## src/rtl/core/ipv4rt_pkg.sv

```systemverilog
// Shared types, codes and defaults for the IPv4 route table lookup.
`timescale 1ns / 1ps
`default_nettype none

package ipv4rt_pkg;

    // Defaults for top level parameters
    localparam int TABLE_ENTRIES_DEF = 32;
    localparam int IFACE_BITS_DEF    = 8;

    // Fixed field widths of the request and result
    localparam int SLOT_FIELD_W  = 5;
    localparam int IP_W          = 32;
    localparam int IFACE_FIELD_W = 8;

    // Request kind carried in tuser
    typedef enum logic [0:0] {
        OP_WRITE  = 1'b0,
        OP_LOOKUP = 1'b1
    } op_t;

    // Route status codes
    typedef enum logic [1:0] {
        RS_NONE     = 2'd0,
        RS_SPECIFIC = 2'd1,
        RS_DEFAULT  = 2'd2
    } rstat_t;

    // Controller to datapath commands
    typedef struct packed {
        logic entry_wr;      // store the slot of an accepted write request
        logic start_lookup;  // latch target and restart the scan
        logic clear_wr;      // clear one slot during the reset sweep
        logic issue_read;    // read the next slot
        logic eval;          // evaluate the slot read in the previous cycle
        logic load_out;      // move the lookup result to the output register
    } dp_cmd_t;

    // Datapath to controller status
    typedef struct packed {
        logic addr_last;     // sweep address is at the last slot
        logic issue_done;    // every slot has been read for this lookup
        logic scan_done;     // lookup result is decided this cycle
        logic out_free;      // output register can take a new result
    } dp_sts_t;

endpackage

`default_nettype wire

```

## src/rtl/core/ipv4rt_ctrl.sv

```systemverilog
// Controller state machine: clear sweep, request intake, table scan, result handoff.
`timescale 1ns / 1ps
`default_nettype none

module ipv4rt_ctrl
    import ipv4rt_pkg::*;
(
    input  wire logic    aclk,
    input  wire logic    aresetn,
    input  wire logic    s_valid,
    input  wire op_t     s_op,
    input  wire dp_sts_t sts,
    output logic         s_ready,
    output dp_cmd_t      cmd
);

    typedef enum logic [3:0] {
        ST_IDLE  = 4'b0001,
        ST_CLEAR = 4'b0010,
        ST_SCAN  = 4'b0100,
        ST_DONE  = 4'b1000
    } state_t;

    state_t state_reg;
    state_t state_next;

    // Decode state into commands and the next state
    always_comb begin
        state_next = state_reg;
        s_ready    = 1'b0;
        cmd        = '0;
        unique case (state_reg)
            ST_IDLE: begin
                s_ready = 1'b1;
                if (s_valid) begin
                    if (s_op == OP_LOOKUP) begin
                        cmd.start_lookup = 1'b1;
                        state_next       = ST_SCAN;
                    end else begin
                        cmd.entry_wr = 1'b1;
                    end
                end
            end
            ST_CLEAR: begin
                cmd.clear_wr = 1'b1;
                if (sts.addr_last) begin
                    state_next = ST_IDLE;
                end
            end
            ST_SCAN: begin
                cmd.issue_read = !sts.issue_done;
                cmd.eval       = 1'b1;
                if (sts.scan_done) begin
                    state_next = ST_DONE;
                end
            end
            ST_DONE: begin
                if (sts.out_free) begin
                    cmd.load_out = 1'b1;
                    state_next   = ST_IDLE;
                end
            end
            default: begin
                state_next = ST_IDLE;
            end
        endcase
    end

    // Start with the clear sweep after reset
    always_ff @(posedge aclk) begin
        if (!aresetn) begin
            state_reg <= ST_CLEAR;
        end else begin
            state_reg <= state_next;
        end
    end

endmodule

`default_nettype wire

```

## src/rtl/core/ipv4rt_datapath.sv

```systemverilog
// Datapath: route table memory, scan pipeline, match logic and output register.
`timescale 1ns / 1ps
`default_nettype none

module ipv4rt_datapath
    import ipv4rt_pkg::*;
#(
    parameter int TABLE_ENTRIES = TABLE_ENTRIES_DEF,
    parameter int IFACE_BITS    = IFACE_BITS_DEF
) (
    input  wire logic                     aclk,
    input  wire logic                     aresetn,
    input  wire dp_cmd_t                  cmd,
    output dp_sts_t                       sts,
    input  wire logic [SLOT_FIELD_W-1:0]  in_index,
    input  wire logic [IP_W-1:0]          in_dest,
    input  wire logic [IP_W-1:0]          in_mask,
    input  wire logic [IP_W-1:0]          in_gateway,
    input  wire logic [IFACE_FIELD_W-1:0] in_iface,
    input  wire logic [IP_W-1:0]          in_target,
    input  wire logic                     m_ready,
    output logic                          m_valid,
    output logic [1:0]                    out_status,
    output logic [SLOT_FIELD_W-1:0]       out_index,
    output logic [IP_W-1:0]               out_gateway,
    output logic [IFACE_FIELD_W-1:0]      out_iface
);

    localparam int IDX_W = $clog2(TABLE_ENTRIES);
    localparam logic [IDX_W-1:0] LAST_IDX = IDX_W'(TABLE_ENTRIES - 1);

    typedef struct packed {
        logic                  valid;
        logic [IP_W-1:0]       dest;
        logic [IP_W-1:0]       mask;
        logic [IP_W-1:0]       gateway;
        logic [IFACE_BITS-1:0] iface;
    } entry_t;

    entry_t mem [TABLE_ENTRIES];

    entry_t                rd_data_reg;
    logic [IDX_W-1:0]      rd_idx_reg;
    logic                  rd_live_reg;
    logic [IDX_W-1:0]      addr_reg;
    logic                  issue_done_reg;
    logic [IP_W-1:0]       target_reg;

    logic                  have_def_reg;
    logic [IDX_W-1:0]      def_idx_reg;
    logic [IP_W-1:0]       def_gw_reg;
    logic [IFACE_BITS-1:0] def_if_reg;

    rstat_t                res_status_reg;
    logic [IDX_W-1:0]      res_idx_reg;
    logic [IP_W-1:0]       res_gw_reg;
    logic [IFACE_BITS-1:0] res_if_reg;

    logic                  m_valid_reg;
    rstat_t                out_status_reg;
    logic [SLOT_FIELD_W-1:0]  out_index_reg;
    logic [IP_W-1:0]          out_gw_reg;
    logic [IFACE_FIELD_W-1:0] out_if_reg;

    logic                  idx_ok;
    logic                  mem_we;
    logic [IDX_W-1:0]      mem_wa;
    entry_t                mem_wd;
    logic                  eval_fire;
    logic                  is_def_now;
    logic                  hit_now;
    logic                  scan_done;

    // Select write port source: clear sweep or table write request
    always_comb begin
        idx_ok = 32'(in_index) < 32'(TABLE_ENTRIES);
        mem_we = cmd.clear_wr || (cmd.entry_wr && idx_ok);
        mem_wa = cmd.clear_wr ? addr_reg : IDX_W'(in_index);
        mem_wd = '0;
        if (!cmd.clear_wr) begin
            mem_wd.valid   = 1'b1;
            mem_wd.dest    = in_dest;
            mem_wd.mask    = in_mask;
            mem_wd.gateway = in_gateway;
            mem_wd.iface   = IFACE_BITS'(in_iface);
        end
    end

    // Table memory with registered read
    always_ff @(posedge aclk) begin
        if (mem_we) begin
            mem[mem_wa] <= mem_wd;
        end
        if (cmd.issue_read) begin
            rd_data_reg <= mem[addr_reg];
        end
    end

    // Classify the slot read in the previous cycle
    always_comb begin
        eval_fire  = cmd.eval && rd_live_reg;
        is_def_now = rd_data_reg.valid && !have_def_reg && (rd_data_reg.dest == '0);
        hit_now    = rd_data_reg.valid && !is_def_now
                     && ((target_reg & rd_data_reg.mask) == rd_data_reg.dest);
        scan_done  = rd_live_reg && (hit_now || (rd_idx_reg == LAST_IDX));
    end

    // Advance sweep and scan addresses
    always_ff @(posedge aclk) begin
        if (!aresetn) begin
            addr_reg       <= '0;
            issue_done_reg <= 1'b0;
            rd_live_reg    <= 1'b0;
        end else if (cmd.start_lookup) begin
            addr_reg       <= '0;
            issue_done_reg <= 1'b0;
            rd_live_reg    <= 1'b0;
        end else begin
            if (cmd.issue_read || cmd.clear_wr) begin
                addr_reg <= addr_reg + 1'b1;
            end
            if (cmd.issue_read) begin
                rd_live_reg <= 1'b1;
                if (addr_reg == LAST_IDX) begin
                    issue_done_reg <= 1'b1;
                end
            end
        end
    end

    // Track slot index of the read data and the lookup target
    always_ff @(posedge aclk) begin
        if (cmd.issue_read) begin
            rd_idx_reg <= addr_reg;
        end
        if (cmd.start_lookup) begin
            target_reg <= in_target;
        end
    end

    // Remember the default route once found
    always_ff @(posedge aclk) begin
        if (!aresetn) begin
            have_def_reg <= 1'b0;
        end else if (cmd.start_lookup) begin
            have_def_reg <= 1'b0;
        end else if (eval_fire && is_def_now) begin
            have_def_reg <= 1'b1;
        end
        if (eval_fire && is_def_now) begin
            def_idx_reg <= rd_idx_reg;
            def_gw_reg  <= rd_data_reg.gateway;
            def_if_reg  <= rd_data_reg.iface;
        end
    end

    // Decide the result when the scan ends
    always_ff @(posedge aclk) begin
        if (eval_fire && scan_done) begin
            if (hit_now) begin
                res_status_reg <= RS_SPECIFIC;
                res_idx_reg    <= rd_idx_reg;
                res_gw_reg     <= rd_data_reg.gateway;
                res_if_reg     <= rd_data_reg.iface;
            end else if (is_def_now) begin
                res_status_reg <= RS_DEFAULT;
                res_idx_reg    <= rd_idx_reg;
                res_gw_reg     <= rd_data_reg.gateway;
                res_if_reg     <= rd_data_reg.iface;
            end else if (have_def_reg) begin
                res_status_reg <= RS_DEFAULT;
                res_idx_reg    <= def_idx_reg;
                res_gw_reg     <= def_gw_reg;
                res_if_reg     <= def_if_reg;
            end else begin
                res_status_reg <= RS_NONE;
                res_idx_reg    <= '0;
                res_gw_reg     <= '0;
                res_if_reg     <= '0;
            end
        end
    end

    // Hold the result until the downstream side takes it
    always_ff @(posedge aclk) begin
        if (!aresetn) begin
            m_valid_reg <= 1'b0;
        end else if (cmd.load_out) begin
            m_valid_reg <= 1'b1;
        end else if (m_ready) begin
            m_valid_reg <= 1'b0;
        end
        if (cmd.load_out) begin
            out_status_reg <= res_status_reg;
            out_index_reg  <= SLOT_FIELD_W'(res_idx_reg);
            out_gw_reg     <= res_gw_reg;
            out_if_reg     <= IFACE_FIELD_W'(res_if_reg);
        end
    end

    // Report status to the controller
    always_comb begin
        sts.addr_last  = addr_reg == LAST_IDX;
        sts.issue_done = issue_done_reg;
        sts.scan_done  = scan_done;
        sts.out_free   = !m_valid_reg || m_ready;
    end

    assign m_valid     = m_valid_reg;
    assign out_status  = out_status_reg;
    assign out_index   = out_index_reg;
    assign out_gateway = out_gw_reg;
    assign out_iface   = out_if_reg;

endmodule

`default_nettype wire

```

## src/rtl/core/ipv4_route_first_match_lookup_top.sv

```systemverilog
// Top level of the IPv4 first-match route table lookup.
//
//  channel  dir  handshake                     payload
//  s_axis   in   s_axis_tvalid/s_axis_tready   tuser: kind, tdata: slot fields, target
//  m_axis   out  m_axis_tvalid/m_axis_tready   tdata: status, slot, gateway, iface
//
// Write requests can be taken back to back. A lookup request reads one slot per
// cycle through the single read port of the table memory and stops at the first
// match other than the default route; the next request is taken only after its
// result reaches the output register. After reset a sweep clears the valid bits,
// one slot per cycle, with s_axis_tready low. A result waits in the output
// register while the next request is taken; a lookup that finishes while the
// previous result is still held waits for it to be taken.
`timescale 1ns / 1ps
`default_nettype none

module ipv4_route_first_match_lookup_top
    import ipv4rt_pkg::*;
#(
    parameter int TABLE_ENTRIES = TABLE_ENTRIES_DEF,
    parameter int IFACE_BITS    = IFACE_BITS_DEF
) (
    input  wire logic         aclk,
    input  wire logic         aresetn,
    input  wire logic         s_axis_tvalid,
    output logic              s_axis_tready,
    // [4:0] entry_index, [36:5] entry_dest, [68:37] entry_mask,
    // [100:69] entry_gateway, [108:101] entry_iface, [140:109] target_addr, [143:141] zero
    input  wire logic [143:0] s_axis_tdata,
    // [0] operation
    input  wire logic [0:0]   s_axis_tuser,
    output logic              m_axis_tvalid,
    input  wire logic         m_axis_tready,
    // [1:0] route_status, [6:2] route_index, [38:7] route_gateway,
    // [46:39] route_iface, [47] zero
    output logic [47:0]       m_axis_tdata
);

    dp_cmd_t                  cmd;
    dp_sts_t                  sts;
    op_t                      s_op;
    logic [1:0]               out_status;
    logic [SLOT_FIELD_W-1:0]  out_index;
    logic [IP_W-1:0]          out_gateway;
    logic [IFACE_FIELD_W-1:0] out_iface;

    assign s_op = op_t'(s_axis_tuser);

    ipv4rt_ctrl u_ctrl (
        .aclk    (aclk),
        .aresetn (aresetn),
        .s_valid (s_axis_tvalid),
        .s_op    (s_op),
        .sts     (sts),
        .s_ready (s_axis_tready),
        .cmd     (cmd)
    );

    ipv4rt_datapath #(
        .TABLE_ENTRIES (TABLE_ENTRIES),
        .IFACE_BITS    (IFACE_BITS)
    ) u_datapath (
        .aclk        (aclk),
        .aresetn     (aresetn),
        .cmd         (cmd),
        .sts         (sts),
        .in_index    (s_axis_tdata[4:0]),
        .in_dest     (s_axis_tdata[36:5]),
        .in_mask     (s_axis_tdata[68:37]),
        .in_gateway  (s_axis_tdata[100:69]),
        .in_iface    (s_axis_tdata[108:101]),
        .in_target   (s_axis_tdata[140:109]),
        .m_ready     (m_axis_tready),
        .m_valid     (m_axis_tvalid),
        .out_status  (out_status),
        .out_index   (out_index),
        .out_gateway (out_gateway),
        .out_iface   (out_iface)
    );

    // Pack the result
    assign m_axis_tdata = {1'b0, out_iface, out_gateway, out_index, out_status};

    // No request is taken during the clear sweep
    a_no_take_in_clear: assert property (@(posedge aclk) disable iff (!aresetn)
        cmd.clear_wr |-> !s_axis_tready)
        else $error("request ready during clear sweep");

    // A result is only loaded when the output register is free
    a_load_when_free: assert property (@(posedge aclk) disable iff (!aresetn)
        cmd.load_out |-> sts.out_free)
        else $error("result loaded over a pending result");

    // A lookup request blocks intake in the following cycle
    a_lookup_blocks: assert property (@(posedge aclk) disable iff (!aresetn)
        (s_axis_tvalid && s_axis_tready && (s_op == OP_LOOKUP)) |=> !s_axis_tready)
        else $error("request taken while a lookup scan is running");

    // A loaded result appears on the output in the next cycle
    a_load_shows: assert property (@(posedge aclk) disable iff (!aresetn)
        cmd.load_out |=> m_axis_tvalid)
        else $error("loaded result not presented");

endmodule

`default_nettype wire

```

## config.mk

```make
export PLATFORM = sky130hd
export DESIGN_NAME = ipv4_route_first_match_lookup_top
export DESIGN_NICKNAME = d
export VERILOG_FILES = /design/src/rtl/core/ipv4rt_pkg.sv /design/src/rtl/core/ipv4rt_ctrl.sv /design/src/rtl/core/ipv4rt_datapath.sv /design/src/rtl/core/ipv4_route_first_match_lookup_top.sv
export SDC_FILE = /design/constraint.sdc
export NUM_CORES = 2
export LEC_CHECK = 0
export BUFFER_PORTS_ARGS = -buffer_cell sky130_fd_sc_hd__buf_2
export CAP_MARGIN = 20
export CORE_MARGIN = 4
export CORE_UTILIZATION = 60
export DETAILED_ROUTE_END_ITERATION = 10
export GPL_TIMING_DRIVEN = 0
export PLACE_DENSITY = 0.74
export SLEW_MARGIN = 10
export SYNTH_ARGS = -nofsm -noshare
export SYNTH_HDL_FRONTEND = slang
export SYNTH_SLANG_ARGS = --single-unit
```

## constraint.sdc

```tcl
create_clock -name aclk -period 7.7 [get_ports aclk]
set_input_delay 1.54 -clock aclk [delete_from_list [all_inputs] [get_ports aclk]]
set_output_delay 1.54 -clock aclk [all_outputs]
set_load 0.02 [all_outputs]
```

==> summary.txt <==
Clocking
  – Skew-Pair Late Insertion Delay: roughly 0.95 ns
  – Sink Count: 3654
  – Longest Clk Path Bufs: 4
  – Level count of the clock H-tree: 5
  – Total CTS buffers: 361
  – Number of hold-repair buffers added at the cts stage: 0
  – TritonCTS clock tree: done
  – Number of cells upsized or downsized after cts: 0
  – Setup Buffers After CTS: 0
  – Clock transition at the registers of the reported paths: approximately 0.060 ns
  – CTS root buffer: sky130_fd_sc_hd__clkbuf_16

Power and ir drop
  – Total power divided by cell area: 323 mW/mm2
  – Static Leak: slightly above 50 nW
  – Worst IR Drop VDD: between 0.2 and 0.25 mV

STA
  – Worst slew margin relative to its limit: 16.6%
  – Setup repair after global routing missed its margin: false
  – Minimum clock period: 6.07 ns
  – Final count of hold timing violations: 0
  – Transition time at the pin with the least slew margin: 1.25 ns
  – Portion of the clock cycle consumed by the worst path in the final layout: 78.8%
  – Max-slew violations: 0
  – Final setup violation count: 0
  – Sum Neg Setup Slack: 0 ns
  – Worst slack on hold paths: 0.416 ns
  – Layout Skew: approximately 0.044 ns
  – Upper clock frequency limit: 0.165 GHz

Logic synthesis
  – Syn nets: 5875
  – Main area contributors after synthesis: sky130_fd_sc_hd__edfxtp_1 (78%), sky130_fd_sc_hd__mux4_2 (17%), sky130_fd_sc_hd__mux2_2 (0.85%)
  – Biggest area consumer among synthesized cells: sky130_fd_sc_hd__edfxtp_1
  – Post-Synthesis Cell Area: roughly 0.14 mm2
  – Cell count after synthesis: 5724
  – Number of enable flip-flop cells after synthesis: 3641
  – Most instantiated flip-flop cell in the synthesis netlist: sky130_fd_sc_hd__edfxtp_1
  – Post-synthesis async set-or-reset flop share: 0%
  – Fraction of synthesized cell area taken by the top area cell type: 78.4%
  – Distinct cell type count after synthesis: 48
  – Mean instance size in the synthesized netlist: 24.4 um2
  – Number of storage elements in the synthesis netlist: 3654
  – Portion of the post-synthesis area used by sequential elements: 78.6%
  – Count of synthesis-stage warnings from yosys: 0

Die
  – Die outline area: 0.240 mm2
  – Chip height: 490 um
  – Boundary Pins: 199
  – Die span in x: 490 um
  – Number of placement rows: roughly 180
  – Initial cell density of the core: 60.5%
  – CORE AREA: 0.231 mm2

Cells and area
  – Net total in the final layout: around 6700
  – Max FFs per register: between 3000 and 4000
  – Fraction of layout cells with a size suffix above 1: 33.6%
  – Layout overhead on the synthesized area: 15.6%
  – Most common library cell in the layout ignoring fill and taps: sky130_fd_sc_hd__edfxtp_1
  – Leading cell types in the layout, fill and taps excluded: sky130_fd_sc_hd__edfxtp_1 (3641), sky130_fd_sc_hd__mux4_2 (1050), sky130_fd_sc_hd__clkbuf_16 (367)

Route
  – Total routed wirelength: 386000 um
  – First DRT Iteration DRCs: 13500
  – Number of antenna-violating nets in the routed design: 0
  – Number of detailed-routing iterations run before antenna repair: 8
  – Total DRC errors in the routed layout: 0
  – Via count: 70800
  – Drt via density: 7.16
  – Average routed wire per standard cell: 39.1 um

Global route
  – Global-route congestion overflow total: 0
  – Largest net degree at the start of global routing: 34
  – Wire length of the first global-routing pass: 541000 um
  – Number of global-route vias before repair: 70200
  – Number of antenna violations at the first check in global routing: 31
  – Total track usage: 32.2%

Setup path
  – CP max FO: 19
  – Logic depth of the worst register-to-register path: 12
  – Worst-path cell with the longest stage delay: sky130_fd_sc_hd__buf_1
  – Crit end category: register
  – Worst Setup Path Type: reg2reg
  – Critical-path cell list: buf_2 > buf_2 > buf_2 > buf_1 > inv_1 > nor3_1 > a21oi_2 > nor2_4 > buf_12 > buf_12 > buf_12 > buf_16
  – Arr. time, crit path: 6.69 ns
  – Endpoint required time on the critical path: 8.32 ns
  – Delay of the slowest cell on the worst path: 0.90 ns
  – Kind of launch point of the worst setup path: register

Run
  – Reported max-cap violation count: 0

Worst hold path
  – Hold Path Cell Cnt: 0
  – Worst min-delay path class: reg2reg

Placement
  – Number of I/O port buffers: 194
  – Gp weighted congestion: 0.898
  – Final HPWL DP: 231000 um

Run status
  – Outcome: complete, no violations
-- layout make-up --
| type | count | area [um2] |
|---|---|---|
| Antenna cell | 41 | 103 |
| Timing Repair Buffer | 468 | 6530 |
| Clock buffer | 443 | 9510 |
| Buffer | 320 | 1360 |
| Tap cell | 3026 | 3790 |
| Multi-Input combinational cell | 1747 | 28800 |
| Sequential cell | 3654 | 110000 |
| Clock inverter | 189 | 1570 |
| Fill cell | 12500 | 69300 |
| Inverter | 3 | 11.3 |
-- stage by stage --
stage	utilization [%]	setup slack (ns)	cells	total power, mW	cell area (um2)
5_1_grt	69.9	1.81	9855	53.4	161000
4_1_cts	69.6	1.99	9804	51.9	160000
3_3_place_gp	62.5	-6.99	8944	34.2	144000
2_1_floorplan	-	0.587	5724	30.8	139000
3_5_place_dp	64.8	2.08	9172	35.0	149000
6_report	69.9	1.63	9891	52.0	161000
-- layer usage --
| metal | wire (um) | share of wire (%) | vias to the layer above | global-route usage, % |
|---|---|---|---|---|
| met5 | 65 | 0.017 | - | 0 |
| met4 | 22300 | 5.8 | 10 | 15.6 |
| met3 | 49200 | 13 | 1137 | 7.88 |
| met2 | 185000 | 48 | 6381 | 49.9 |
| met1 | 130000 | 34 | 36800 | 43.8 |
| li1 | - | - | 26500 | - |
-- synth_stat cells (5+ instances only) --
master and n:
sky130_fd_sc_hd__edfxtp_1 3641, sky130_fd_sc_hd__mux4_2 1050, sky130_fd_sc_hd__clkbuf_1 173, sky130_fd_sc_hd__and2_1 106
sky130_fd_sc_hd__buf_2 106, sky130_fd_sc_hd__mux2_2 105, sky130_fd_sc_hd__nor2_1 92, sky130_fd_sc_hd__nand2_1 81
sky130_fd_sc_hd__a21oi_1 60, sky130_fd_sc_hd__o311ai_0 46, sky130_fd_sc_hd__a31o_2 45, sky130_fd_sc_hd__o41ai_1 45
sky130_fd_sc_hd__buf_1 39, sky130_fd_sc_hd__xor2_1 17, sky130_fd_sc_hd__and3_1 14, sky130_fd_sc_hd__dfxtp_1 13
sky130_fd_sc_hd__nand3_1 9, sky130_fd_sc_hd__nor4_1 7, sky130_fd_sc_hd__nand4_1 6, sky130_fd_sc_hd__nor3_1 5
sky130_fd_sc_hd__o21ai_0 5
-- final timing paths --
check | from | end | slack (ns)
setup / recovery | u_datapath.addr_reg[1]$_SDFFE_PP0P_ | u_datapath.mem[30][60]$_DFFE_PP_ | 1.63
hold / removal | u_datapath.res_status_reg[1]$_SDFFCE_PP0P_ | u_datapath.out_status[1]$_DFFE_PP_ | 0.42
setup reg to reg | u_datapath.addr_reg[1]$_SDFFE_PP0P_ | u_datapath.mem[30][60]$_DFFE_PP_ | 1.63
hold reg to reg | u_datapath.res_status_reg[1]$_SDFFCE_PP0P_ | u_datapath.out_status[1]$_DFFE_PP_ | 0.42
-- where the power goes --
part           switching, mW  internal (mW)
Clock                   7.28           9.66
Sequential             0.240           23.6
Combinational           6.45           4.76
Total                   14.0           38.0
-- worst max-delay path, delay by kind of cell (launching register included) --
family	cells	cell delay, ns
DFF	1	0.41
AOI/OAI and AO/OA	1	0.26
and+or+nand+nor	2	1.21
buffers and inverters	9	3.71
-- logic make-up (layout without fill, tap and decap cells) --
kind of cell    after synthesis  count (layout)  synth area share [%]
flops                      3654            3654                  78.6
mux                        1156            1156                  17.8
simple gates                345             345                  1.26
buf+inv                     323            1423                 0.973
compound gates              225             225                  1.22
xor+xnor                     18              18                 0.113
fa+ha+maj                     2               2                0.0179
other cells                   1              42               0.00269
Note: power is estimated with default switching activity, not from simulation.
